===== src/pswt_pkg.sv =====
`timescale 1ns / 1ps
package pswt_pkg;

   localparam int BURST_W = 16;
   localparam int PRIO_W  = 8;
   localparam int NUM_W   = 5;
   localparam int TIME_W  = 20;
   localparam logic [TIME_W-1:0] TIME_MAX = 20'hFFFFF;

   typedef struct packed {
      logic [BURST_W-1:0] burst;
      logic [PRIO_W-1:0]  priority_req;
      logic               last;
   } req_type;

   typedef struct packed {
      logic [NUM_W-1:0]   job_number;
      logic [BURST_W-1:0] job_burst;
      logic [TIME_W-1:0]  wait_time;
      logic [TIME_W-1:0]  turnaround;
      logic [TIME_W-1:0]  avg_wait;
      logic [TIME_W-1:0]  avg_turnaround;
      logic               overflow;
      logic               end_of_run;
   } rsp_type;

   // One stored job as it sits in the job memory.
   typedef struct packed {
      logic [NUM_W-1:0]   number;
      logic [PRIO_W-1:0]  prio;
      logic [BURST_W-1:0] burst;
   } job_type;

   localparam int JOB_W = $bits(job_type);

   typedef enum logic [2:0] {
      ST_LOAD,
      ST_SCAN,
      ST_SWAP_A,
      ST_SWAP_B,
      ST_DIV_W,
      ST_DIV_T,
      ST_EMIT_RD,
      ST_EMIT_DATA
   } state_type;

endpackage


===== src/pswt_req_if.sv =====
`timescale 1ns / 1ps
interface pswt_req_if;
   import pswt_pkg::*;

   logic    valid;
   logic    ready;
   req_type data;

   modport source (output valid, output data, input ready);
   modport sink   (input valid, input data, output ready);
endinterface


===== src/pswt_rsp_if.sv =====
`timescale 1ns / 1ps
interface pswt_rsp_if;
   import pswt_pkg::*;

   logic    valid;
   logic    ready;
   rsp_type data;

   modport source (output valid, output data, input ready);
   modport sink   (input valid, input data, output ready);
endinterface


===== src/priority_schedule_wait_times.sv =====
`timescale 1ns / 1ps
// Non-preemptive priority scheduler. Jobs arrive on req_chan, one word per
// job (burst, priority, last flag), and are taken one per cycle into a job
// memory of MAX_JOBS entries. Jobs beyond capacity are dropped and flagged.
// The word with last set closes the set: the block stops taking words,
// selection-sorts the memory by priority, reading the slots from the
// current one to the end of the set on each pass, then runs two
// serial divisions for the averages (one bit per cycle). It then sends
// one word per job on rsp_chan, each paced by a read through the
// single read port of the job memory.
// A stalled rsp_chan holds the result word in the output register and
// pauses the readout; after the final word the block takes new jobs again,
// even while that final word still waits. Reset empties the set and
// clears the output valid; the memory contents need no clearing.
module priority_schedule_wait_times #(
   parameter int MAX_JOBS = 16
) (
   input  logic       clock,
   input  logic       reset,
   pswt_req_if.sink   req_chan,
   pswt_rsp_if.source rsp_chan
);
   import pswt_pkg::*;

   localparam int IDX_W   = (MAX_JOBS > 1) ? $clog2(MAX_JOBS) : 1;
   localparam int CNT_W   = $clog2(MAX_JOBS + 1);
   localparam int RUN_W   = (BURST_W + CNT_W > TIME_W + 1) ? BURST_W + CNT_W : TIME_W + 1;
   localparam int SUM_W   = RUN_W + 1;
   localparam int TOT_W   = (BURST_W + 2 * CNT_W > TIME_W + 1) ?
                            BURST_W + 2 * CNT_W : TIME_W + 1;

   state_type          state_ff, state_in;
   logic [CNT_W-1:0]   count_ff, count_in;
   logic               dropped_ff, dropped_in;
   logic [CNT_W-1:0]   slot_ff, slot_in;
   logic [CNT_W-1:0]   scan_ff, scan_in;
   logic               rd_vld_ff, rd_vld_in;
   logic [CNT_W-1:0]   rd_idx_ff, rd_idx_in;
   logic [CNT_W-1:0]   pos_ff, pos_in;
   logic [CNT_W-1:0]   emit_ff, emit_in;
   job_type            cur_ff, cur_in;
   job_type            min_ff, min_in;
   logic [RUN_W-1:0]   run_ff, run_in;
   logic [TOT_W-1:0]   tot_wt_ff, tot_wt_in;
   logic [TOT_W-1:0]   tot_tat_ff, tot_tat_in;
   logic [TIME_W-1:0]  avg_w_ff, avg_w_in;
   logic [TIME_W-1:0]  avg_t_ff, avg_t_in;
   logic               rsp_vld_ff, rsp_vld_in;
   rsp_type            rsp_data_ff, rsp_data_in;

   logic               accept;
   logic               ram_we;
   logic [IDX_W-1:0]   ram_waddr;
   job_type            ram_wdata;
   logic [IDX_W-1:0]   ram_raddr;
   logic [JOB_W-1:0]   ram_rdata;
   job_type            rd_job;
   logic               issue;
   logic               div_start;
   logic [TOT_W-1:0]   div_dividend;
   logic               div_done;
   logic [TOT_W-1:0]   div_quotient;
   logic [SUM_W-1:0]   tat_sum;

   function automatic logic [TIME_W-1:0] sat_sum(input logic [SUM_W-1:0] v);
      return (v > SUM_W'(TIME_MAX)) ? TIME_MAX : v[TIME_W-1:0];
   endfunction

   function automatic logic [TIME_W-1:0] sat_tot(input logic [TOT_W-1:0] v);
      return (v > TOT_W'(TIME_MAX)) ? TIME_MAX : v[TIME_W-1:0];
   endfunction

   pswt_ram #(
      .WIDTH (JOB_W),
      .DEPTH (MAX_JOBS)
   ) u_job_ram (
      .clock (clock),
      .we    (ram_we),
      .waddr (ram_waddr),
      .wdata (ram_wdata),
      .raddr (ram_raddr),
      .rdata (ram_rdata)
   );

   pswt_div #(
      .DIVIDEND_W (TOT_W),
      .DIVISOR_W  (CNT_W)
   ) u_div (
      .clock    (clock),
      .reset    (reset),
      .start    (div_start),
      .dividend (div_dividend),
      .divisor  (count_ff),
      .done     (div_done),
      .quotient (div_quotient)
   );

   assign rd_job          = job_type'(ram_rdata);
   assign req_chan.ready  = (state_ff == ST_LOAD);
   assign accept          = req_chan.valid && req_chan.ready;
   assign rsp_chan.valid  = rsp_vld_ff;
   assign rsp_chan.data   = rsp_data_ff;
   assign tat_sum         = {1'b0, run_ff} + SUM_W'(rd_job.burst);

   always_comb begin
      state_in     = state_ff;
      count_in     = count_ff;
      dropped_in   = dropped_ff;
      slot_in      = slot_ff;
      scan_in      = scan_ff;
      rd_vld_in    = 1'b0;
      rd_idx_in    = rd_idx_ff;
      pos_in       = pos_ff;
      emit_in      = emit_ff;
      cur_in       = cur_ff;
      min_in       = min_ff;
      run_in       = run_ff;
      tot_wt_in    = tot_wt_ff;
      tot_tat_in   = tot_tat_ff;
      avg_w_in     = avg_w_ff;
      avg_t_in     = avg_t_ff;
      rsp_data_in  = rsp_data_ff;
      rsp_vld_in   = rsp_vld_ff && !rsp_chan.ready;
      ram_we       = 1'b0;
      ram_waddr    = '0;
      ram_wdata    = '0;
      ram_raddr    = '0;
      issue        = 1'b0;
      div_start    = 1'b0;
      div_dividend = tot_tat_ff;

      unique case (state_ff)
         ST_LOAD: begin
            if (accept) begin
               if (count_ff < CNT_W'(MAX_JOBS)) begin
                  ram_we          = 1'b1;
                  ram_waddr       = count_ff[IDX_W-1:0];
                  ram_wdata.burst = req_chan.data.burst;
                  ram_wdata.prio  = req_chan.data.priority_req;
                  ram_wdata.number = NUM_W'({1'b0, count_ff} + 1'b1);
                  count_in        = count_ff + 1'b1;
               end else begin
                  dropped_in = 1'b1;
               end
               if (req_chan.data.last) begin
                  state_in   = ST_SCAN;
                  slot_in    = '0;
                  scan_in    = '0;
                  run_in     = '0;
                  tot_wt_in  = '0;
                  tot_tat_in = '0;
               end
            end
         end

         ST_SCAN: begin
            // Reads stream from the slot to the end of the set; each word
            // comes back in the cycle after its read and is checked against the minimum.
            issue     = (scan_ff < count_ff);
            ram_raddr = scan_ff[IDX_W-1:0];
            rd_vld_in = issue;
            rd_idx_in = scan_ff;
            if (issue) begin
               scan_in = scan_ff + 1'b1;
            end
            if (rd_vld_ff) begin
               if (rd_idx_ff == slot_ff) begin
                  cur_in = rd_job;
                  min_in = rd_job;
                  pos_in = rd_idx_ff;
               end else if (rd_job.prio < min_ff.prio) begin
                  min_in = rd_job;
                  pos_in = rd_idx_ff;
               end
               if (CNT_W'(rd_idx_ff + 1'b1) == count_ff) begin
                  state_in = ST_SWAP_A;
               end
            end
         end

         ST_SWAP_A: begin
            ram_we    = 1'b1;
            ram_waddr = pos_ff[IDX_W-1:0];
            ram_wdata = cur_ff;
            state_in  = ST_SWAP_B;
         end

         ST_SWAP_B: begin
            // The minimum lands in its final slot; fold it into the totals.
            ram_we     = 1'b1;
            ram_waddr  = slot_ff[IDX_W-1:0];
            ram_wdata  = min_ff;
            run_in     = run_ff + RUN_W'(min_ff.burst);
            tot_wt_in  = tot_wt_ff + TOT_W'(run_ff);
            tot_tat_in = tot_tat_ff + TOT_W'(run_in);
            slot_in    = slot_ff + 1'b1;
            if (CNT_W'(slot_ff + 1'b1) == count_ff) begin
               state_in     = ST_DIV_W;
               div_start    = 1'b1;
               div_dividend = tot_wt_in;
            end else begin
               state_in = ST_SCAN;
               scan_in  = slot_ff + 1'b1;
            end
         end

         ST_DIV_W: begin
            if (div_done) begin
               avg_w_in     = sat_tot(div_quotient);
               div_start    = 1'b1;
               div_dividend = tot_tat_ff;
               state_in     = ST_DIV_T;
            end
         end

         ST_DIV_T: begin
            if (div_done) begin
               avg_t_in = sat_tot(div_quotient);
               run_in   = '0;
               emit_in  = '0;
               state_in = ST_EMIT_RD;
            end
         end

         ST_EMIT_RD: begin
            // Only fetch when the output register is free by the next edge.
            if (!rsp_vld_ff || rsp_chan.ready) begin
               ram_raddr = emit_ff[IDX_W-1:0];
               state_in  = ST_EMIT_DATA;
            end
         end

         ST_EMIT_DATA: begin
            rsp_vld_in                 = 1'b1;
            rsp_data_in.job_number     = rd_job.number;
            rsp_data_in.job_burst      = rd_job.burst;
            rsp_data_in.wait_time      = sat_sum({1'b0, run_ff});
            rsp_data_in.turnaround     = sat_sum(tat_sum);
            rsp_data_in.avg_wait       = avg_w_ff;
            rsp_data_in.avg_turnaround = avg_t_ff;
            rsp_data_in.overflow       = dropped_ff;
            rsp_data_in.end_of_run     = (CNT_W'(emit_ff + 1'b1) == count_ff);
            run_in                     = tat_sum[RUN_W-1:0];
            emit_in                    = emit_ff + 1'b1;
            if (CNT_W'(emit_ff + 1'b1) == count_ff) begin
               state_in   = ST_LOAD;
               count_in   = '0;
               dropped_in = 1'b0;
            end else begin
               state_in = ST_EMIT_RD;
            end
         end

         default: begin
            state_in = ST_LOAD;
         end
      endcase
   end

   always_ff @(posedge clock) begin
      if (reset) begin
         state_ff   <= ST_LOAD;
         count_ff   <= '0;
         dropped_ff <= 1'b0;
         slot_ff    <= '0;
         scan_ff    <= '0;
         rd_vld_ff  <= 1'b0;
         emit_ff    <= '0;
         rsp_vld_ff <= 1'b0;
      end else begin
         state_ff   <= state_in;
         count_ff   <= count_in;
         dropped_ff <= dropped_in;
         slot_ff    <= slot_in;
         scan_ff    <= scan_in;
         rd_vld_ff  <= rd_vld_in;
         emit_ff    <= emit_in;
         rsp_vld_ff <= rsp_vld_in;
      end
      rd_idx_ff   <= rd_idx_in;
      pos_ff      <= pos_in;
      cur_ff      <= cur_in;
      min_ff      <= min_in;
      run_ff      <= run_in;
      tot_wt_ff   <= tot_wt_in;
      tot_tat_ff  <= tot_tat_in;
      avg_w_ff    <= avg_w_in;
      avg_t_ff    <= avg_t_in;
      rsp_data_ff <= rsp_data_in;
   end
endmodule


===== src/pswt_ram.sv =====
`timescale 1ns / 1ps
module pswt_ram #(
   parameter int WIDTH = 8,
   parameter int DEPTH = 16
) (
   input  logic                                   clock,
   input  logic                                   we,
   input  logic [(DEPTH > 1 ? $clog2(DEPTH) : 1)-1:0] waddr,
   input  logic [WIDTH-1:0]                       wdata,
   input  logic [(DEPTH > 1 ? $clog2(DEPTH) : 1)-1:0] raddr,
   output logic [WIDTH-1:0]                       rdata
);
   logic [WIDTH-1:0] mem_ff [DEPTH];
   logic [WIDTH-1:0] rdata_ff;

   always_ff @(posedge clock) begin
      if (we) begin
         mem_ff[waddr] <= wdata;
      end
      rdata_ff <= mem_ff[raddr];
   end

   assign rdata = rdata_ff;
endmodule


===== src/pswt_div.sv =====
`timescale 1ns / 1ps
module pswt_div #(
   parameter int DIVIDEND_W = 26,
   parameter int DIVISOR_W  = 5
) (
   input  logic                  clock,
   input  logic                  reset,
   input  logic                  start,
   input  logic [DIVIDEND_W-1:0] dividend,
   input  logic [DIVISOR_W-1:0]  divisor,
   output logic                  done,
   output logic [DIVIDEND_W-1:0] quotient
);
   localparam int STEP_W = $clog2(DIVIDEND_W + 1);

   logic                  busy_ff, busy_in;
   logic                  done_ff, done_in;
   logic [STEP_W-1:0]     step_ff, step_in;
   logic [DIVISOR_W:0]    rem_ff, rem_in;
   logic [DIVIDEND_W-1:0] quo_ff, quo_in;
   logic [DIVISOR_W:0]    shifted;
   logic                  fits;

   // Restoring division, one quotient bit per cycle, MSB first.
   always_comb begin
      busy_in = busy_ff;
      done_in = 1'b0;
      step_in = step_ff;
      rem_in  = rem_ff;
      quo_in  = quo_ff;
      shifted = {rem_ff[DIVISOR_W-1:0], quo_ff[DIVIDEND_W-1]};
      fits    = (shifted >= {1'b0, divisor});
      if (start) begin
         busy_in = 1'b1;
         step_in = STEP_W'(DIVIDEND_W);
         rem_in  = '0;
         quo_in  = dividend;
      end else if (busy_ff) begin
         rem_in  = fits ? (shifted - {1'b0, divisor}) : shifted;
         quo_in  = {quo_ff[DIVIDEND_W-2:0], fits};
         step_in = step_ff - 1'b1;
         if (step_ff == STEP_W'(1)) begin
            busy_in = 1'b0;
            done_in = 1'b1;
         end
      end
   end

   always_ff @(posedge clock) begin
      if (reset) begin
         busy_ff <= 1'b0;
         done_ff <= 1'b0;
         step_ff <= '0;
      end else begin
         busy_ff <= busy_in;
         done_ff <= done_in;
         step_ff <= step_in;
      end
      rem_ff <= rem_in;
      quo_ff <= quo_in;
   end

   assign done     = done_ff;
   assign quotient = quo_ff;
endmodule

===== src/flat_wrapper.sv =====
// flat-port wrapper written by rule: the top's interface ports become plain ports
module priority_schedule_wait_times_flat import pswt_pkg::*;
#(
   parameter int MAX_JOBS = 16
)
  (clock, reset, req_chan_valid, req_chan_data, req_chan_ready, rsp_chan_valid, rsp_chan_data, rsp_chan_ready);
  pswt_req_if req_chan_i ();
  pswt_rsp_if rsp_chan_i ();
  input  logic clock;
  input  logic reset;
  input wire logic [$bits(req_chan_i.valid)-1:0] req_chan_valid;
  input wire logic [$bits(req_chan_i.data)-1:0] req_chan_data;
  output wire logic [$bits(req_chan_i.ready)-1:0] req_chan_ready;
  output wire logic [$bits(rsp_chan_i.valid)-1:0] rsp_chan_valid;
  output wire logic [$bits(rsp_chan_i.data)-1:0] rsp_chan_data;
  input wire logic [$bits(rsp_chan_i.ready)-1:0] rsp_chan_ready;
  assign req_chan_i.valid = req_chan_valid;
  assign req_chan_i.data = req_chan_data;
  assign req_chan_ready = req_chan_i.ready;
  assign rsp_chan_valid = rsp_chan_i.valid;
  assign rsp_chan_data = rsp_chan_i.data;
  assign rsp_chan_i.ready = rsp_chan_ready;
  priority_schedule_wait_times #(.MAX_JOBS(MAX_JOBS)) u_core (.clock(clock), .reset(reset), .req_chan(req_chan_i), .rsp_chan(rsp_chan_i));
endmodule

===== config.mk =====
export PLATFORM = sky130hd
export DESIGN_NAME = priority_schedule_wait_times_flat
export DESIGN_NICKNAME = d
export VERILOG_FILES = /design/src/pswt_pkg.sv /design/src/pswt_req_if.sv /design/src/pswt_rsp_if.sv /design/src/priority_schedule_wait_times.sv /design/src/pswt_ram.sv /design/src/pswt_div.sv /design/src/flat_wrapper.sv
export SDC_FILE = /design/constraint.sdc
export NUM_CORES = 1
export LEC_CHECK = 0
export BUFFER_PORTS_ARGS = -buffer_cell sky130_fd_sc_hd__buf_2
export CAP_MARGIN = 25
export CORE_MARGIN = 4
export CORE_UTILIZATION = 60
export CTS_CLUSTER_SIZE = 30
export DETAILED_ROUTE_END_ITERATION = 16
export PLACE_DENSITY = 0.84
export SLEW_MARGIN = 25
export SYNTH_ARGS = -nofsm -noshare
export SYNTH_HDL_FRONTEND = slang
export SYNTH_SLANG_ARGS = --single-unit
export TNS_END_PERCENT = 30

===== constraint.sdc =====
create_clock -name clock -period 15.49 [get_ports clock]
set_input_delay 3.098 -clock clock [delete_from_list [all_inputs] [get_ports clock]]
set_output_delay 3.098 -clock clock [all_outputs]
set_load 0.005 [all_outputs]

==> key figures <==
Critical path
  • R2r worst-path depth: 18
  • Crit Path Class: in -> reg
  • WP data arrival: 6.27 ns
  • Worst reg2reg path startpoint: u_core.run_ff[0]
  • WP data required: 16.05 ns
  • Reg-to-Reg End: u_core.tot_tat_ff[25]
  • CP endpoint kind: flip-flop
  • Internal reg-to-reg setup slack: 10.22 ns
  • Critical Path Start Type: input pin
  • CP Max Fanout: 123
  • Worst setup path start: rsp_chan_ready
  • Worst Setup EP: u_core.u_job_ram.rdata[21]

Detailed routing
  • Post-DR vias/cell: 6.402
  • DRT antenna net count: 0
  • WL/cell: 23.79 um
  • 1st-pass router iterations: 6
  • Final wirelength: 89730 um
  • Iteration-0 DRC Markers: 2812
  • DRC violations left: 0
  • Via count: 24140

STA
  • Hold Violations, Final: 0
  • Unrepaired setup endpoints after global routing: no
  • Crit share post-route: 0.3688
  • Crit path time final: 5.713 ns
  • Least-Margin Pin Slew: 1.399 ns
  • Max Slew Vio Count: 0
  • Slew headroom: 0.06703
  • Final setup viols: 0
  • Fmax: 0.1751 GHz
  • Worst Skew: 0.02483 ns
  • Fin Setup TNS: 0 ns

Power and ir drop
  • Sw Pwr: 1.687 mW
  • Overall power: 5.933 mW
  • Switching Fraction: 0.2844
  • Clock Power Share: 0.343
  • Pleak: 14.48 nW
  • Comb pwr share: 0.179
  • P per Cell Area: 144.5 nW/um^2
  • Int Power: 4.246 mW
  • Peak supply drop: 0.00009200 V
  • Power share of the sequential group: 0.478

Synthesis
  • Post-synth top cells: edfxtp_1, nand2_1, a211oi_1
  • Seq/Total Area, Yosys: 0.6681
  • Synth area leader: edfxtp_1
  • Cell Area, Synth: 36750 um^2
  • Ys flop type: edfxtp_1
  • Post-synth EDFFs: 773
  • Ys async rst share: 0
  • Syn_nets: 2944
  • Yosys reg bits: 840
  • Syn Inst Count: 2812
  • Avg Cell Area, Syn: 13.07 um^2
  • Synth unique cells: 78
  • Post-synth top area share: 0.6316
  • Top-count cell post-synth: edfxtp_1
  • Area contributors post-synth: edfxtp_1, dfxtp_1, nand2_1
  • Yosys warning count: 0

Floorplanning
  • Die height: 255.5 um
  • Initial Utilization: 0.6077
  • Chip width: 255.5 um
  • Area of the core: 60470 um^2
  • Number of I/O pins: 134
  • DIE AREA: 65270 um^2
  • # rows: 90

Clock network
  • Setup bufs post-CTS: 0
  • Hold_buf cts: 0
  • Clock latency on the worst-skew pair: 0.65 ns
  • CTS Root Cell: clkbuf_16
  • Cts bufs inserted: 83
  • H-tree depth: 3
  • CTS tree: built
  • Reg clk slew, reported paths: 0.06 ns
  • Clock Sinks: 840
  • Worst-case clock buffer depth: 3
  • Post-CTS resize count: 0

Finish
  • Area Growth Syn to Fin: 11.74%
  • Area occupied by multi-input gates: 11420 um^2
  • Layout fillers: 3894
  • Final Cell Area: 41060 um^2
  • Share of cells above drive strength 1: 0.1355
  • Final nets: 3051
  • Sequential cell area: 24550 um^2

Placement
  • Port bufs: 133
  • Global placer's final weighted congestion: 0.9477
  • Placement Cell Area: 38230 um^2
  • DP HPWL: 53590 um

Min path
  • Hold WC Path Type: reg -> reg
  • Hold path start: u_core.avg_t_ff[18]

Flow run
  • Maximum Capacitance Violations: 0

Global routing
  • First-pass GRT wire length: 136200 um
  • Initial antenna violation count: 1
  • Overflow after GRT: 0
  • Gr usage total: 0.2661
  • Vias in the first global route: 23980
  • Largest net degree at the start of global routing: 233

Outcome
  • Outcome: finished clean
[stage by stage]
step,std cells,util,hold WS (ns),worst slack (ns)
after floorplan,2812,-,0.4003,9.139
after global placement,3615,0.6321,0.4008,9.034
after detailed placement,3615,0.6323,0.4045,8.785
after CTS,3769,0.6785,0.4180,9.448
after global routing,3771,0.6790,0.4233,9.594
final,3771,0.6790,0.4172,9.777
[per-layer routing]
metal / GRT usage / wire length [um] / vias to the layer above
li1: - / - / 10840
met1: 0.3310 / 32910 / 11790
met2: 0.4587 / 44880 / 1250
met3: 0.03466 / 6950 / 262
met4: 0.1417 / 4981 / 0
met5: 0 / 0 / -
[placed cells by master, fill, tap and decap left out, types with 11 or more instances in the layout]
cell type	count
and3_1	11
a211oi_1	162
nor2_4	16
a311oi_1	59
edfxtp_1	773
ha_1	98
clkbuf_16	83
buf_2	133
clkbuf_1	16
or2_2	48
xor2_1	40
a222oi_1	30
inv_1	77
nor2_1	131
nand2_1	332
and2_0	24
mux2i_1	14
o21a_1	16
nor3_1	31
dfxtp_1	67
a31oi_1	71
or3_1	11
nand2b_1	32
xnor2_1	61
nand3_1	25
nor2b_1	13
buf_4	35
and2_1	107
a21oi_1	151
a21o_1	43
mux2_2	18
o21ai_0	67
clkinv_1	18
[layout make-up]
class                           count  share of cell area
Timing Repair Buffer              172             0.02453
Multi-Input combinational cell   1741              0.2781
Tap cell                          782             0.02383
Clock inverter                     49             0.01402
Inverter                           81            0.007465
Sequential cell                   840              0.5980
Clock buffer                      105             0.05406
Antenna cell                        1          0.00006094
[sequential cells by signal, summed over array words and instances (netlist names), 20 cells and up]
register                 flops
u_core.run_ff               21
u_core.u_job_ram.rdata      29
u_core.tot_wt_ff            26
u_core.u_div.quotient       26
u_core.avg_w_ff             20
u_core.min_ff               29
u_core.cur_ff               29
u_core.rsp_chan.data       103
u_core.tot_tat_ff           26
u_core.avg_t_ff             20
u_core.u_job_ram.mem_ff    464
[power groups by stage]
stage               sequential, mW  clock [mW]  combinational (mW)
floorplan                     2.81           0               0.766
global placement              2.87           0               0.980
detailed placement            2.88           0                1.03
CTS                           2.83        2.06                1.04
global route                  2.84        2.16                1.16
finish                        2.84        2.04                1.06
[critical path, cell delays in order]
cell and delay (ns):
buf_2 0.08, nor2b_1 0.13, nor4_4 0.43, a22o_4 0.43
buf_16 0.32, buf_6 0.65, and2_1 0.26, a211oi_1 0.07
a311oi_1 0.38, a21oi_1 0.09, a21oi_1 0.17
[how the worst min path moves through the flow]
stage	end	depth (start not counted)
detailed placement	u_core.rsp_chan.data[15]	0
finish	u_core.rsp_chan.data[20]	0
global route	u_core.rsp_chan.data[27]	0
global placement	u_core.rsp_chan.data[13]	0
floorplan	u_core.rsp_chan.data[10]	0
CTS	u_core.rsp_chan.data[20]	0
[kinds of logic (layout without fill, tap and decap cells)]
group,Yosys count,after routing,share of synthesized area
other cells,0,1,0
buf+inv,231,407,0.02605
flops,840,840,0.6681
xor+xnor,101,101,0.02407
fa+ha+maj,103,103,0.03609
simple gates,822,822,0.1067
compound gates,682,682,0.1293
mux,33,33,0.009601
(Power assumes the default switching activity.)
